[config.mk]
export PLATFORM = sky130hd
export DESIGN_NAME = scan_disk_head_scheduler
export DESIGN_NICKNAME = d
export VERILOG_FILES = /design/src/hdl/sdhs_pkg.sv /design/src/hdl/scan_disk_head_scheduler.sv /design/src/hdl/sdhs_front.sv /design/src/hdl/sdhs_back.sv
export SDC_FILE = /design/constraint.sdc
export NUM_CORES = 2
export LEC_CHECK = 0
export BUFFER_PORTS_ARGS = -buffer_cell sky130_fd_sc_hd__clkbuf_2
export CAP_MARGIN = 30
export CORE_MARGIN = 2
export CORE_UTILIZATION = 50
export CTS_CLUSTER_SIZE = 28
export DETAILED_ROUTE_END_ITERATION = 8
export PLACE_DENSITY = 0.75
export SYNTH_ARGS = -nofsm -noshare
export SYNTH_HDL_FRONTEND = slang
export SYNTH_HIERARCHICAL = 1
export SYNTH_SLANG_ARGS = --single-unit
[constraint.sdc]
create_clock -name clk -period 15.26 [get_ports clk]
set_clock_uncertainty 0.15 [all_clocks]
set_input_delay 2.289 -clock clk [delete_from_list [all_inputs] [get_ports clk]]
set_output_delay 2.289 -clock clk [all_outputs]
set_load 0.05 [all_outputs]
[src/hdl/sdhs_pkg.sv]
// Shared types, constants and helpers for the SCAN disk head scheduler.
// Depends on nothing; every other file of the block imports it.
`default_nettype none

package sdhs_pkg;

    localparam int MAX_REQUESTS = 32;
    localparam int CNT_W        = $clog2(MAX_REQUESTS + 1);
    localparam int IDX_W        = (MAX_REQUESTS > 1) ? $clog2(MAX_REQUESTS) : 1;
    localparam int CYL_W        = 16;
    localparam int DISK_W       = 17;
    localparam int TOTAL_W      = 17;
    localparam int QUEUE_DEPTH  = 4;
    localparam int QPTR_W       = $clog2(QUEUE_DEPTH);
    localparam int QCNT_W       = $clog2(QUEUE_DEPTH + 1);
    localparam int ADDR_W       = 4;
    localparam int DATA_W       = 32;

    typedef enum logic [1:0] {
        REG_START = 2'd0,
        REG_DISK  = 2'd1,
        REG_SWEEP = 2'd2
    } reg_index_t;

    typedef struct packed {
        logic [CYL_W-1:0] request_cylinder;
        logic             last_request;
    } req_word_t;

    typedef struct packed {
        logic [CYL_W-1:0]   visit_cylinder;
        logic               end_stop;
        logic [TOTAL_W-1:0] head_travel;
        logic               overflow;
        logic               last_visit;
    } result_word_t;

    // Geometry the back end needs while it walks the schedule.
    typedef struct packed {
        logic [CYL_W-1:0] last_cyl;
        logic [CYL_W-1:0] head_cyl;
        logic             sweep_up;
    } sched_cfg_t;

    typedef enum logic [2:0] {
        S_LOAD,
        S_START,
        S_P1,
        S_STOP,
        S_P2,
        S_FLUSH
    } sched_state_t;

    function automatic logic [CYL_W-1:0] clamp_cyl(input logic [CYL_W-1:0] cyl,
                                                   input logic [CYL_W-1:0] limit);
        return (cyl > limit) ? limit : cyl;
    endfunction

endpackage

`default_nettype wire

[src/hdl/scan_disk_head_scheduler.sv]
// Top level of the SCAN disk head scheduler: configuration registers and the
// front end, queue and back end wiring. Depends on sdhs_pkg, sdhs_front, sdhs_back.
//
//   channel   dir   handshake                      word
//   in        in    in_valid / in_ready            req_word_t
//   out       out   out_valid / out_ready          result_word_t
//   config    in    psel penable pwrite pready     pwdata / prdata, paddr
//
// The front end takes one request word per cycle while its four-word queue has room.
// The sorter inserts one queued request per cycle into the sorted cell row while no schedule runs.
// After a word marked last, each sweep of a batch looks at every stored cell once,
// besides the setup step, the end stop and the final visit.
// Input stalls while a schedule runs once the queue is full; output stalls hold it.
// Reset clears the counts and flags at once; there is no clearing pass.
`default_nettype none

module scan_disk_head_scheduler (
    input  wire logic                         clk,
    input  wire logic                         rst_n,
    input  wire logic                         in_valid,
    output logic                              in_ready,
    input  wire sdhs_pkg::req_word_t          in_data,
    output logic                              out_valid,
    input  wire logic                         out_ready,
    output sdhs_pkg::result_word_t            out_data,
    input  wire logic                         psel,
    input  wire logic                         penable,
    input  wire logic                         pwrite,
    input  wire logic [sdhs_pkg::ADDR_W-1:0]  paddr,
    input  wire logic [sdhs_pkg::DATA_W-1:0]  pwdata,
    output logic [sdhs_pkg::DATA_W-1:0]       prdata,
    output logic                              pready
);
    import sdhs_pkg::*;

    logic [CYL_W-1:0]  start_reg;
    logic [DISK_W-1:0] disk_reg;
    logic              sweep_reg;
    logic              wr_en;
    logic [1:0]        reg_sel;
    logic [DISK_W-1:0] disk_m1;
    logic [CYL_W-1:0]  last_cyl;
    sched_cfg_t        cfg;
    logic              q_valid;
    logic              q_ready;
    req_word_t         q_data;

    assign pready  = 1'b1;
    assign wr_en   = psel && penable && pwrite && pready;
    assign reg_sel = paddr[3:2];

    always_ff @(posedge clk or negedge rst_n)
    begin
        if (!rst_n)
        begin
            start_reg <= '0;
            disk_reg  <= DISK_W'(200);
            sweep_reg <= 1'b1;
        end
        else if (wr_en)
        begin
            unique case (reg_sel)
                REG_START: start_reg <= pwdata[CYL_W-1:0];
                REG_DISK:  disk_reg  <= pwdata[DISK_W-1:0];
                REG_SWEEP: sweep_reg <= pwdata[0];
                default:   ;
            endcase
        end
    end

    always_comb
    begin
        unique case (reg_sel)
            REG_START: prdata = DATA_W'(start_reg);
            REG_DISK:  prdata = DATA_W'(disk_reg);
            REG_SWEEP: prdata = DATA_W'(sweep_reg);
            default:   prdata = '0;
        endcase
    end

    // A zero-size disk acts as one cylinder; anything from 65536 up ends at 65535.
    assign disk_m1  = disk_reg - DISK_W'(1);
    assign last_cyl = (disk_reg == '0) ? '0 :
                      disk_reg[DISK_W-1] ? {CYL_W{1'b1}} : disk_m1[CYL_W-1:0];

    assign cfg.last_cyl = last_cyl;
    assign cfg.head_cyl = clamp_cyl(start_reg, last_cyl);
    assign cfg.sweep_up = sweep_reg;

    sdhs_front u_front (
        .clk      (clk),
        .rst_n    (rst_n),
        .in_valid (in_valid),
        .in_ready (in_ready),
        .in_data  (in_data),
        .last_cyl (last_cyl),
        .q_valid  (q_valid),
        .q_ready  (q_ready),
        .q_data   (q_data)
    );

    sdhs_back u_back (
        .clk       (clk),
        .rst_n     (rst_n),
        .q_valid   (q_valid),
        .q_ready   (q_ready),
        .q_data    (q_data),
        .cfg       (cfg),
        .out_valid (out_valid),
        .out_ready (out_ready),
        .out_data  (out_data)
    );

endmodule

`default_nettype wire

[src/hdl/sdhs_front.sv]
// Front end: takes request words, clamps them to the disk and queues them.
// Depends on sdhs_pkg.
`default_nettype none

module sdhs_front (
    input  wire logic               clk,
    input  wire logic               rst_n,
    input  wire logic               in_valid,
    output logic                    in_ready,
    input  wire sdhs_pkg::req_word_t in_data,
    input  wire logic [15:0]        last_cyl,
    output logic                    q_valid,
    input  wire logic               q_ready,
    output sdhs_pkg::req_word_t     q_data
);
    import sdhs_pkg::*;

    req_word_t         slot_reg [QUEUE_DEPTH];
    logic [QPTR_W-1:0] wr_ptr_reg, wr_ptr_next;
    logic [QPTR_W-1:0] rd_ptr_reg, rd_ptr_next;
    logic [QCNT_W-1:0] fill_reg, fill_next;
    logic              push;
    logic              pop;
    req_word_t         push_word;

    assign in_ready = (fill_reg != QCNT_W'(QUEUE_DEPTH));
    assign q_valid  = (fill_reg != '0);
    assign q_data   = slot_reg[rd_ptr_reg];
    assign push     = in_valid && in_ready;
    assign pop      = q_valid && q_ready;

    always_comb
    begin
        push_word.request_cylinder = clamp_cyl(in_data.request_cylinder, last_cyl);
        push_word.last_request     = in_data.last_request;
        wr_ptr_next = push ? wr_ptr_reg + QPTR_W'(1) : wr_ptr_reg;
        rd_ptr_next = pop ? rd_ptr_reg + QPTR_W'(1) : rd_ptr_reg;
        fill_next   = fill_reg;
        if (push && !pop)
        begin
            fill_next = fill_reg + QCNT_W'(1);
        end
        else if (pop && !push)
        begin
            fill_next = fill_reg - QCNT_W'(1);
        end
    end

    always_ff @(posedge clk or negedge rst_n)
    begin
        if (!rst_n)
        begin
            wr_ptr_reg <= '0;
            rd_ptr_reg <= '0;
            fill_reg   <= '0;
        end
        else
        begin
            wr_ptr_reg <= wr_ptr_next;
            rd_ptr_reg <= rd_ptr_next;
            fill_reg   <= fill_next;
        end
    end

    always_ff @(posedge clk)
    begin
        if (push)
        begin
            slot_reg[wr_ptr_reg] <= push_word;
        end
    end

    assert property (@(posedge clk) disable iff (!rst_n)
        fill_reg <= QCNT_W'(QUEUE_DEPTH))
        else $error("queue fill count out of range");

    assert property (@(posedge clk) disable iff (!rst_n)
        (push && !pop) |=> (fill_reg == $past(fill_reg) + QCNT_W'(1)))
        else $error("queue fill count missed a push");

    assert property (@(posedge clk) disable iff (!rst_n)
        (fill_reg == '0) |-> (wr_ptr_reg == rd_ptr_reg))
        else $error("empty queue with pointers apart");

endmodule

`default_nettype wire

[src/hdl/sdhs_back.sv]
// Back end: insertion sorter over a row of request cells and the SCAN sequencer
// that walks the sorted row and delivers one visit word per step. Depends on sdhs_pkg.
`default_nettype none

module sdhs_back (
    input  wire logic                 clk,
    input  wire logic                 rst_n,
    input  wire logic                 q_valid,
    output logic                      q_ready,
    input  wire sdhs_pkg::req_word_t  q_data,
    input  wire sdhs_pkg::sched_cfg_t cfg,
    output logic                      out_valid,
    input  wire logic                 out_ready,
    output sdhs_pkg::result_word_t    out_data
);
    import sdhs_pkg::*;

    logic [CYL_W-1:0]   cell_reg [MAX_REQUESTS];
    logic [CYL_W-1:0]   ins_cell [MAX_REQUESTS];
    logic [MAX_REQUESTS-1:0] gt;

    sched_state_t       state_reg, state_next;
    logic [CNT_W-1:0]   count_reg, count_next;
    logic               dropped_reg, dropped_next;
    logic [IDX_W-1:0]   idx_reg, idx_next;
    logic [CYL_W-1:0]   cur_reg, cur_next;
    logic [TOTAL_W-1:0] total_reg, total_next;
    result_word_t       pend_reg, pend_next;
    logic               pend_valid_reg, pend_valid_next;
    result_word_t       out_reg, out_next;
    logic               out_valid_reg, out_valid_next;

    logic               load_en;
    logic               has_room;
    logic [IDX_W-1:0]   last_idx;
    logic [CYL_W-1:0]   cur_c;
    logic [CYL_W-1:0]   vis_c;
    logic [CYL_W-1:0]   step_dist;
    logic [TOTAL_W-1:0] total_new;
    logic               first_pred;
    logic               emit_ok;
    logic               asc;
    logic               phase_end;
    logic               out_free;
    logic               adv;
    logic               emit;
    result_word_t       new_res;

    // Parallel insertion: every cell holding a larger value shifts up by one,
    // and the first such cell (or the first empty one) takes the new request.
    for (genvar i = 0; i < MAX_REQUESTS; i++)
    begin : g_cell
        logic take;
        assign gt[i] = (CNT_W'(i) < count_reg) && (cell_reg[i] > q_data.request_cylinder);
        assign take  = gt[i] || (CNT_W'(i) == count_reg);
        if (i == 0)
        begin : g_first
            assign ins_cell[i] = take ? q_data.request_cylinder : cell_reg[i];
        end
        else
        begin : g_rest
            assign ins_cell[i] = take ? (gt[i-1] ? cell_reg[i-1] : q_data.request_cylinder)
                                      : cell_reg[i];
        end
    end

    assign has_room  = (count_reg < CNT_W'(MAX_REQUESTS));
    assign last_idx  = IDX_W'(count_reg - CNT_W'(1));
    assign cur_c     = cell_reg[idx_reg];
    assign first_pred = cfg.sweep_up ? (cur_c >= cfg.head_cyl) : (cur_c <= cfg.head_cyl);
    assign emit_ok   = (state_reg == S_P1) ? first_pred : !first_pred;
    assign asc       = (state_reg == S_P1) ? cfg.sweep_up : !cfg.sweep_up;
    assign phase_end = asc ? (idx_reg == last_idx) : (idx_reg == '0);
    assign vis_c     = (state_reg == S_STOP) ? (cfg.sweep_up ? cfg.last_cyl : '0) : cur_c;
    assign step_dist = (vis_c > cur_reg) ? (vis_c - cur_reg) : (cur_reg - vis_c);
    assign total_new = total_reg + TOTAL_W'(step_dist);
    assign out_free  = !out_valid_reg || out_ready;
    // A new visit may be produced once the held one can move to the output.
    assign adv       = !pend_valid_reg || out_free;

    always_comb
    begin
        new_res.visit_cylinder = vis_c;
        new_res.end_stop       = (state_reg == S_STOP);
        new_res.head_travel    = total_new;
        new_res.overflow       = dropped_reg;
        new_res.last_visit     = 1'b0;
    end

    always_comb
    begin
        state_next      = state_reg;
        count_next      = count_reg;
        dropped_next    = dropped_reg;
        idx_next        = idx_reg;
        cur_next        = cur_reg;
        total_next      = total_reg;
        pend_next       = pend_reg;
        pend_valid_next = pend_valid_reg;
        out_next        = out_reg;
        out_valid_next  = out_valid_reg;
        q_ready         = 1'b0;
        load_en         = 1'b0;
        emit            = 1'b0;

        if (out_valid_reg && out_ready)
        begin
            out_valid_next = 1'b0;
        end

        unique case (state_reg)
            S_LOAD:
            begin
                q_ready = 1'b1;
                if (q_valid)
                begin
                    if (has_room)
                    begin
                        load_en    = 1'b1;
                        count_next = count_reg + CNT_W'(1);
                    end
                    else
                    begin
                        dropped_next = 1'b1;
                    end
                    if (q_data.last_request)
                    begin
                        state_next = S_START;
                    end
                end
            end
            S_START:
            begin
                cur_next   = cfg.head_cyl;
                total_next = '0;
                if (count_reg == '0)
                begin
                    state_next = S_STOP;
                end
                else
                begin
                    state_next = S_P1;
                    idx_next   = cfg.sweep_up ? '0 : last_idx;
                end
            end
            S_P1, S_P2:
            begin
                if (adv)
                begin
                    emit = emit_ok;
                    if (phase_end)
                    begin
                        state_next = (state_reg == S_P1) ? S_STOP : S_FLUSH;
                    end
                    else
                    begin
                        idx_next = asc ? idx_reg + IDX_W'(1) : idx_reg - IDX_W'(1);
                    end
                end
            end
            S_STOP:
            begin
                if (adv)
                begin
                    emit = 1'b1;
                    if (count_reg == '0)
                    begin
                        state_next = S_FLUSH;
                    end
                    else
                    begin
                        state_next = S_P2;
                        idx_next   = cfg.sweep_up ? last_idx : '0;
                    end
                end
            end
            S_FLUSH:
            begin
                if (out_free)
                begin
                    out_next            = pend_reg;
                    out_next.last_visit = 1'b1;
                    out_valid_next      = 1'b1;
                    pend_valid_next     = 1'b0;
                    count_next          = '0;
                    dropped_next        = 1'b0;
                    state_next          = S_LOAD;
                end
            end
            default:
            begin
                state_next = S_LOAD;
            end
        endcase

        // The newest visit is held back one step so the final one can be marked.
        if (emit)
        begin
            cur_next        = vis_c;
            total_next      = total_new;
            pend_next       = new_res;
            pend_valid_next = 1'b1;
            if (pend_valid_reg)
            begin
                out_next       = pend_reg;
                out_valid_next = 1'b1;
            end
        end
    end

    always_ff @(posedge clk or negedge rst_n)
    begin
        if (!rst_n)
        begin
            state_reg      <= S_LOAD;
            count_reg      <= '0;
            dropped_reg    <= 1'b0;
            pend_valid_reg <= 1'b0;
            out_valid_reg  <= 1'b0;
        end
        else
        begin
            state_reg      <= state_next;
            count_reg      <= count_next;
            dropped_reg    <= dropped_next;
            pend_valid_reg <= pend_valid_next;
            out_valid_reg  <= out_valid_next;
        end
    end

    always_ff @(posedge clk)
    begin
        if (load_en)
        begin
            cell_reg <= ins_cell;
        end
        idx_reg   <= idx_next;
        cur_reg   <= cur_next;
        total_reg <= total_next;
        pend_reg  <= pend_next;
        out_reg   <= out_next;
    end

    assign out_valid = out_valid_reg;
    assign out_data  = out_reg;

    assert property (@(posedge clk) disable iff (!rst_n)
        count_reg <= CNT_W'(MAX_REQUESTS))
        else $error("request count beyond capacity");

    assert property (@(posedge clk) disable iff (!rst_n)
        (state_reg != S_LOAD) |-> !q_ready)
        else $error("queue popped while a schedule is running");

    assert property (@(posedge clk) disable iff (!rst_n)
        (state_reg == S_FLUSH && out_free) |=> (count_reg == '0 && !dropped_reg))
        else $error("batch state not cleared after the final visit");

    assert property (@(posedge clk) disable iff (!rst_n)
        pend_valid_reg |-> (state_reg != S_LOAD && state_reg != S_START))
        else $error("held visit outside a schedule");

endmodule

`default_nettype wire

# Yosys cells after proc, flatten, opt, wreduce, memory -nomap -nowiden
# Memory sizes are Yosys's and may differ from the RTL's.
# Cells that the tools add are included.
[totals] reg_bits=674 mem_bits_rw=68 in_bits=60 output_inout_bits=71 elab_cells=422 n_memories=1
[memory_table] name="u_front.slot_reg" depth=4 word_bits=17 read_ports=1 rd_clocked_by_memory_dff=0 wr=1 line="sdhs_front.sv:18" text="req_word_t slot_reg [QUEUE_DEPTH];"
[op_classes] n_addsub=12 n_lt_le_gt_ge=71 n_eq_ne=51 n_mux=99 bitwise=1 reduce_logical=132
[ops] operator="16-bit two-way mux" count=42
[ops] operator="16-bit > comparator" count=35
[ops] operator="36-bit two-way mux" count=4
[ops] operator="5-bit by 6-bit equality test with 1-bit output (first input constant)" count=16
[ops] operator="5-bit by 6-bit < comparator with 1-bit output (first input constant)" count=16
[ops] operator="16-bit binary-select mux with 5-bit select" count=1
[ops] operator="2-bit AND reduction" count=36
[ops] operator="17-bit one-hot mux with 3 select lines" count=1
[ops] operator="4-bit by 6-bit equality test with 1-bit output (first input constant)" count=8
[ops] operator="4-bit by 6-bit < comparator with 1-bit output (first input constant)" count=8
[ops] operator="5-bit two-way mux" count=8
[ops] operator="1-bit logical AND" count=39
[ops] operator="1-bit logical OR" count=34
[ops] operator="17-bit two-way mux" count=2
[ops] operator="16-bit subtractor" count=2
[ops] operator="3-bit two-way mux" count=9
[ops] operator="3-bit by 6-bit equality test with 1-bit output (first input constant)" count=4
[ops] operator="3-bit by 6-bit < comparator with 1-bit output (first input constant)" count=4
[ops] operator="1-bit two-way mux" count=24
[ops] operator="6-bit two-way mux" count=3
[ops] operator="17-bit by 16-bit adder with 17-bit output" count=1
[ops] operator="17-bit zero test" count=1
[ops] operator="16-bit greater-or-equal comparator" count=1
[ops] operator="16-bit <= comparator" count=1
[ops] operator="37 further kinds" count=66

# Depth between registers and ports, before layout
[logic_depth] word_depth=13 mapped_depth=30 ltp_nobuf=27

# Modules after synthesis
# Netlist, hierarchy kept.
[modules_own_cells] mod="sdhs_back" n_inst=1 cells_each=3516 area_per_inst_um2=44750.4 seq_area_each_um2=18587.8
[modules_own_cells] mod="sdhs_front" n_inst=1 cells_each=204 area_per_inst_um2=3527.1 seq_area_each_um2=2217.1
[modules_own_cells] mod="scan_disk_head_scheduler" n_inst=1 cells_each=281 area_per_inst_um2=2745.1 seq_area_each_um2=855.8

# Worst setup path before layout
# No wires, ideal clock.
[synth_path] kind="register to register" startpoint="register disk_reg[4]" endpoint="register u_back.cur_reg[0] (enable)" setup_ns=0.670 arrival_time_ns=5.987 t_required_ns=14.440 path_slack_ns=8.453 stages_incl_launch_ff=23 path_buffers=1 synth_period_minus_slack_ns=6.807 cell_sequence="dfrtp_1 -> or4_4 -> or3_1 -> xor2_1 -> a21boi_2 -> inv_1 -> ha_1 -> nand4_1 -> or3_1 -> a21o_1 -> a31oi_4 -> buf_4 -> mux2_2 -> inv_1 -> ha_1 -> a21o_1 -> a21o_1 -> a21oi_1 -> o211ai_2 -> mux2i_1 -> mux2_4 -> nand2_1 -> o21ai_0"
[synth_lines] element="start, declared" line="scan_disk_head_scheduler.sv:37" text="logic [DISK_W-1:0] disk_reg;"
[synth_lines] element="start signal, assigned" line="scan_disk_head_scheduler.sv:64" text="REG_DISK: disk_reg <= pwdata[DISK_W-1:0];"
[synth_lines] element="end signal, assigned" line="sdhs_back.sv:238" text="cur_reg <= cur_next;"
[synth_lines] element="end, declared" line="sdhs_back.sv:26" text="logic [CYL_W-1:0] cur_reg, cur_next;"

==> results.md <==
- Status: completed
- CTS tree: built
- Via/cell ratio: 6.610
- Crit path max-delay cell type: edfxtp_1
- Area of the die: 0.1046 sq mm
- Post-CTS Setup Bufs: 0
- Fillers: 8240
- Period utilization: 0.5777
- Least-Margin Pin Slew: 1.068 ns
- FP Rows: 117
- Vias in the first global route: 35.70k
- Commonest non-fill, non-tap cells in the layout: 653 x edfxtp_1, 604 x ha_1, 438 x mux2_2
- CP max stage delay: 0.94 ns
- CTS Sinks: 742
- Dominant cell type by area after synthesis: edfxtp_1
- EDFF count, synth: 653
- Share of the synthesized area in the top cell type: 0.3843
- Finish-stage setup viols: 0
- Worst-path fanout max: 64
- Met3 Use GR: 0.07307
- Clk Latency, worst-skew pair: 0.66 ns
- Initial drt markers: 4030
- CTS Buf Count: 82
- WP data arrival: 9.07 ns
- Mean post-synth cell area: 12.75 sq um
- First-pass GRT wire length: 225500 um
- Final setup TNS: 0 ns
- Final std cells w/o fill: 5527
- Synth Instances: 4001
- Hold path depth: 1
- Post-Synth XOR/XNOR Area: 0.009269
- HPWL Detailed: 105500 um
- Mux share of post-synthesis cell area: 0.2215
- Commonest non-fill, non-tap cell in the layout: edfxtp_1
- Total GRT Usage: 0.2887
- Synth Warn #: 6
- Max reg flops: 512
- Clock transition at path regs: 0.06 ns
- Prevailing post-synth register cell: edfxtp_1
- Fin area: 0.05585 sq mm
- Root Driver: clkbuf_16
- Crit Path Category: reg -> reg
- DR vias: 36.54k
- Simple-gate share of the synthesized area: 0.06722
- FF-to-FF path depth: 25
- Wire per inst: 27.51 um
- Seq/Total Area, Yosys: 0.4245
- Antenna violations before repair: 12
- # nets final: 4761
- Core area: 0.1014 sq mm
- Library cells used by synthesis: 95
- Number of H-tree levels: 3
- Syn-to-layout area delta: 9.461%
- Chip width: 323.4 um
- Drt pass-1 iters: 6
- CTS max path bufs: 3
- Placed insts: 5373
- RSZ-0062 raised after global routing: no
- Final min period: 8.815 ns
- CP Capture Type: flop
- Worst hold margin: 0.3125 ns
- Post-DP Area: 0.05310 sq mm
- Slew margin rel.: 0.2880
- Synth async-reset ratio: 0.07143
- Die Height: 323.4 um
- Final hold violation count: 0
- CP Data Required Time: 15.52 ns
- Routability Congestion: 0.9742
- I/O Buffers: 97
- Total Routed Length: 152100 um
- Share of post-route cells with drive strength above 1: 0.2482
- Worst hold path type: reg -> reg
- Busiest layer in global routing: met2
- Netlist Area Pre-Place: 0.05102 sq mm
- GR Layer Usage met2: 0.4377
- Hold_buf cts: 0
- Compound-Gate Fraction of Synth Area: 0.09515
- CP Launch Type: flop
- Final Max Tran Viols: 0
- Top-Level Pins: 131
- Number of synthesized register bits: 742
- Max_cap viols: 0
- Max frequency: 0.1134 GHz
- Total grt overflow: 0
- Post-Synth Adder-Cell Area: 0.1501
- GRT met1 Usage: 0.3834
- Main combinational cell family by area after synthesis: multiplexers
- Area of the multi-input gates: 0.02781 sq mm
- DR DRC count: 0
- Starting Density: 0.5029
- Largest net degree at the start of global routing: 88
- Post_cts resized: 0
- Synth area leaders: edfxtp_1 38%, ha_1 15%, mux2_2 9.7%
- Register area: 0.02166 sq mm
- Antenna-violating nets left: 0
through the flow:
step           worst slack, ns    util
3_3_place_gp             6.428  0.5226
5_1_grt                  6.060  0.5505
6_report                 6.445  0.5505
2_1_floorplan            8.453       -
3_5_place_dp             6.535  0.5235
4_1_cts                  6.527  0.5498
Yosys cell counts, drive strengths merged, types with 20 or more instances:
library cell    n
xnor2          27
nor2b          53
inv           170
ha            604
xor2           27
edfxtp        653
o21a           69
buf            92
dfrtp          49
mux4          177
clkbuf        113
o21ai         142
a21oi         221
mux2i          28
nor3           37
a211oi         20
nor4           20
nand3          57
and3           28
a21o          145
nand4         114
mux2          611
nand2         129
nor2          159
dfxtp          36
path summary, 6_finish.rpt:
kind,startpoint,end,slack (ns)
worst max-delay path,u_back/idx_reg[1],u_back/total_reg[16],6.44
worst min-delay path,u_back/out_data[35],u_back/out_data[35],0.31
worst max register to register,u_back/idx_reg[1],u_back/total_reg[16],6.44
worst min register to register,u_back/out_data[35],u_back/out_data[35],0.31
max in group asynchronous,rst_n,u_back/count_reg[4],12.85
min in group asynchronous,rst_n,disk_reg[2],1.63
kinds of logic after synthesis:
group,count (synthesis)
xor gates and xnor gates,54
buffers and inverters,375
DFF,742
AOI/OAI and AO/OA,739
other,2
muxes,816
adders and majority gates,609
and+or+nand+nor,664
layer usage:
| layer | vias up | share of wire |
|---|---|---|
| li1 | 15810 | - |
| met1 | 18060 | 0.39 |
| met2 | 2138 | 0.44 |
| met3 | 516 | 0.11 |
| met4 | 14 | 0.057 |
| met5 | - | 0.00046 |
area by class of cell:
cell class	count	share of cell area
sequential	742	0.3878
clock buffer	106	0.04039
tap	1368	0.03065
clock inverter	40	0.007438
multi-input combinational	2898	0.4980
inverter	170	0.01143
antenna	5	0.0002240
timing repair buffer	198	0.02406
worst max-delay path, delay by kind of cell (launching register included):
| kind | cells | cell delay (ns) |
|---|---|---|
| simple gates | 6 | 1.43 |
| flops | 1 | 0.94 |
| compound gates | 7 | 1.60 |
| buf+inv | 4 | 1.34 |
| fa+ha+maj | 3 | 0.89 |
| xor+xnor | 1 | 0.18 |
| mux | 4 | 1.93 |
Power is not shown: default switching activity piles up to over one toggle a cycle in this logic, so the estimate is an artifact.
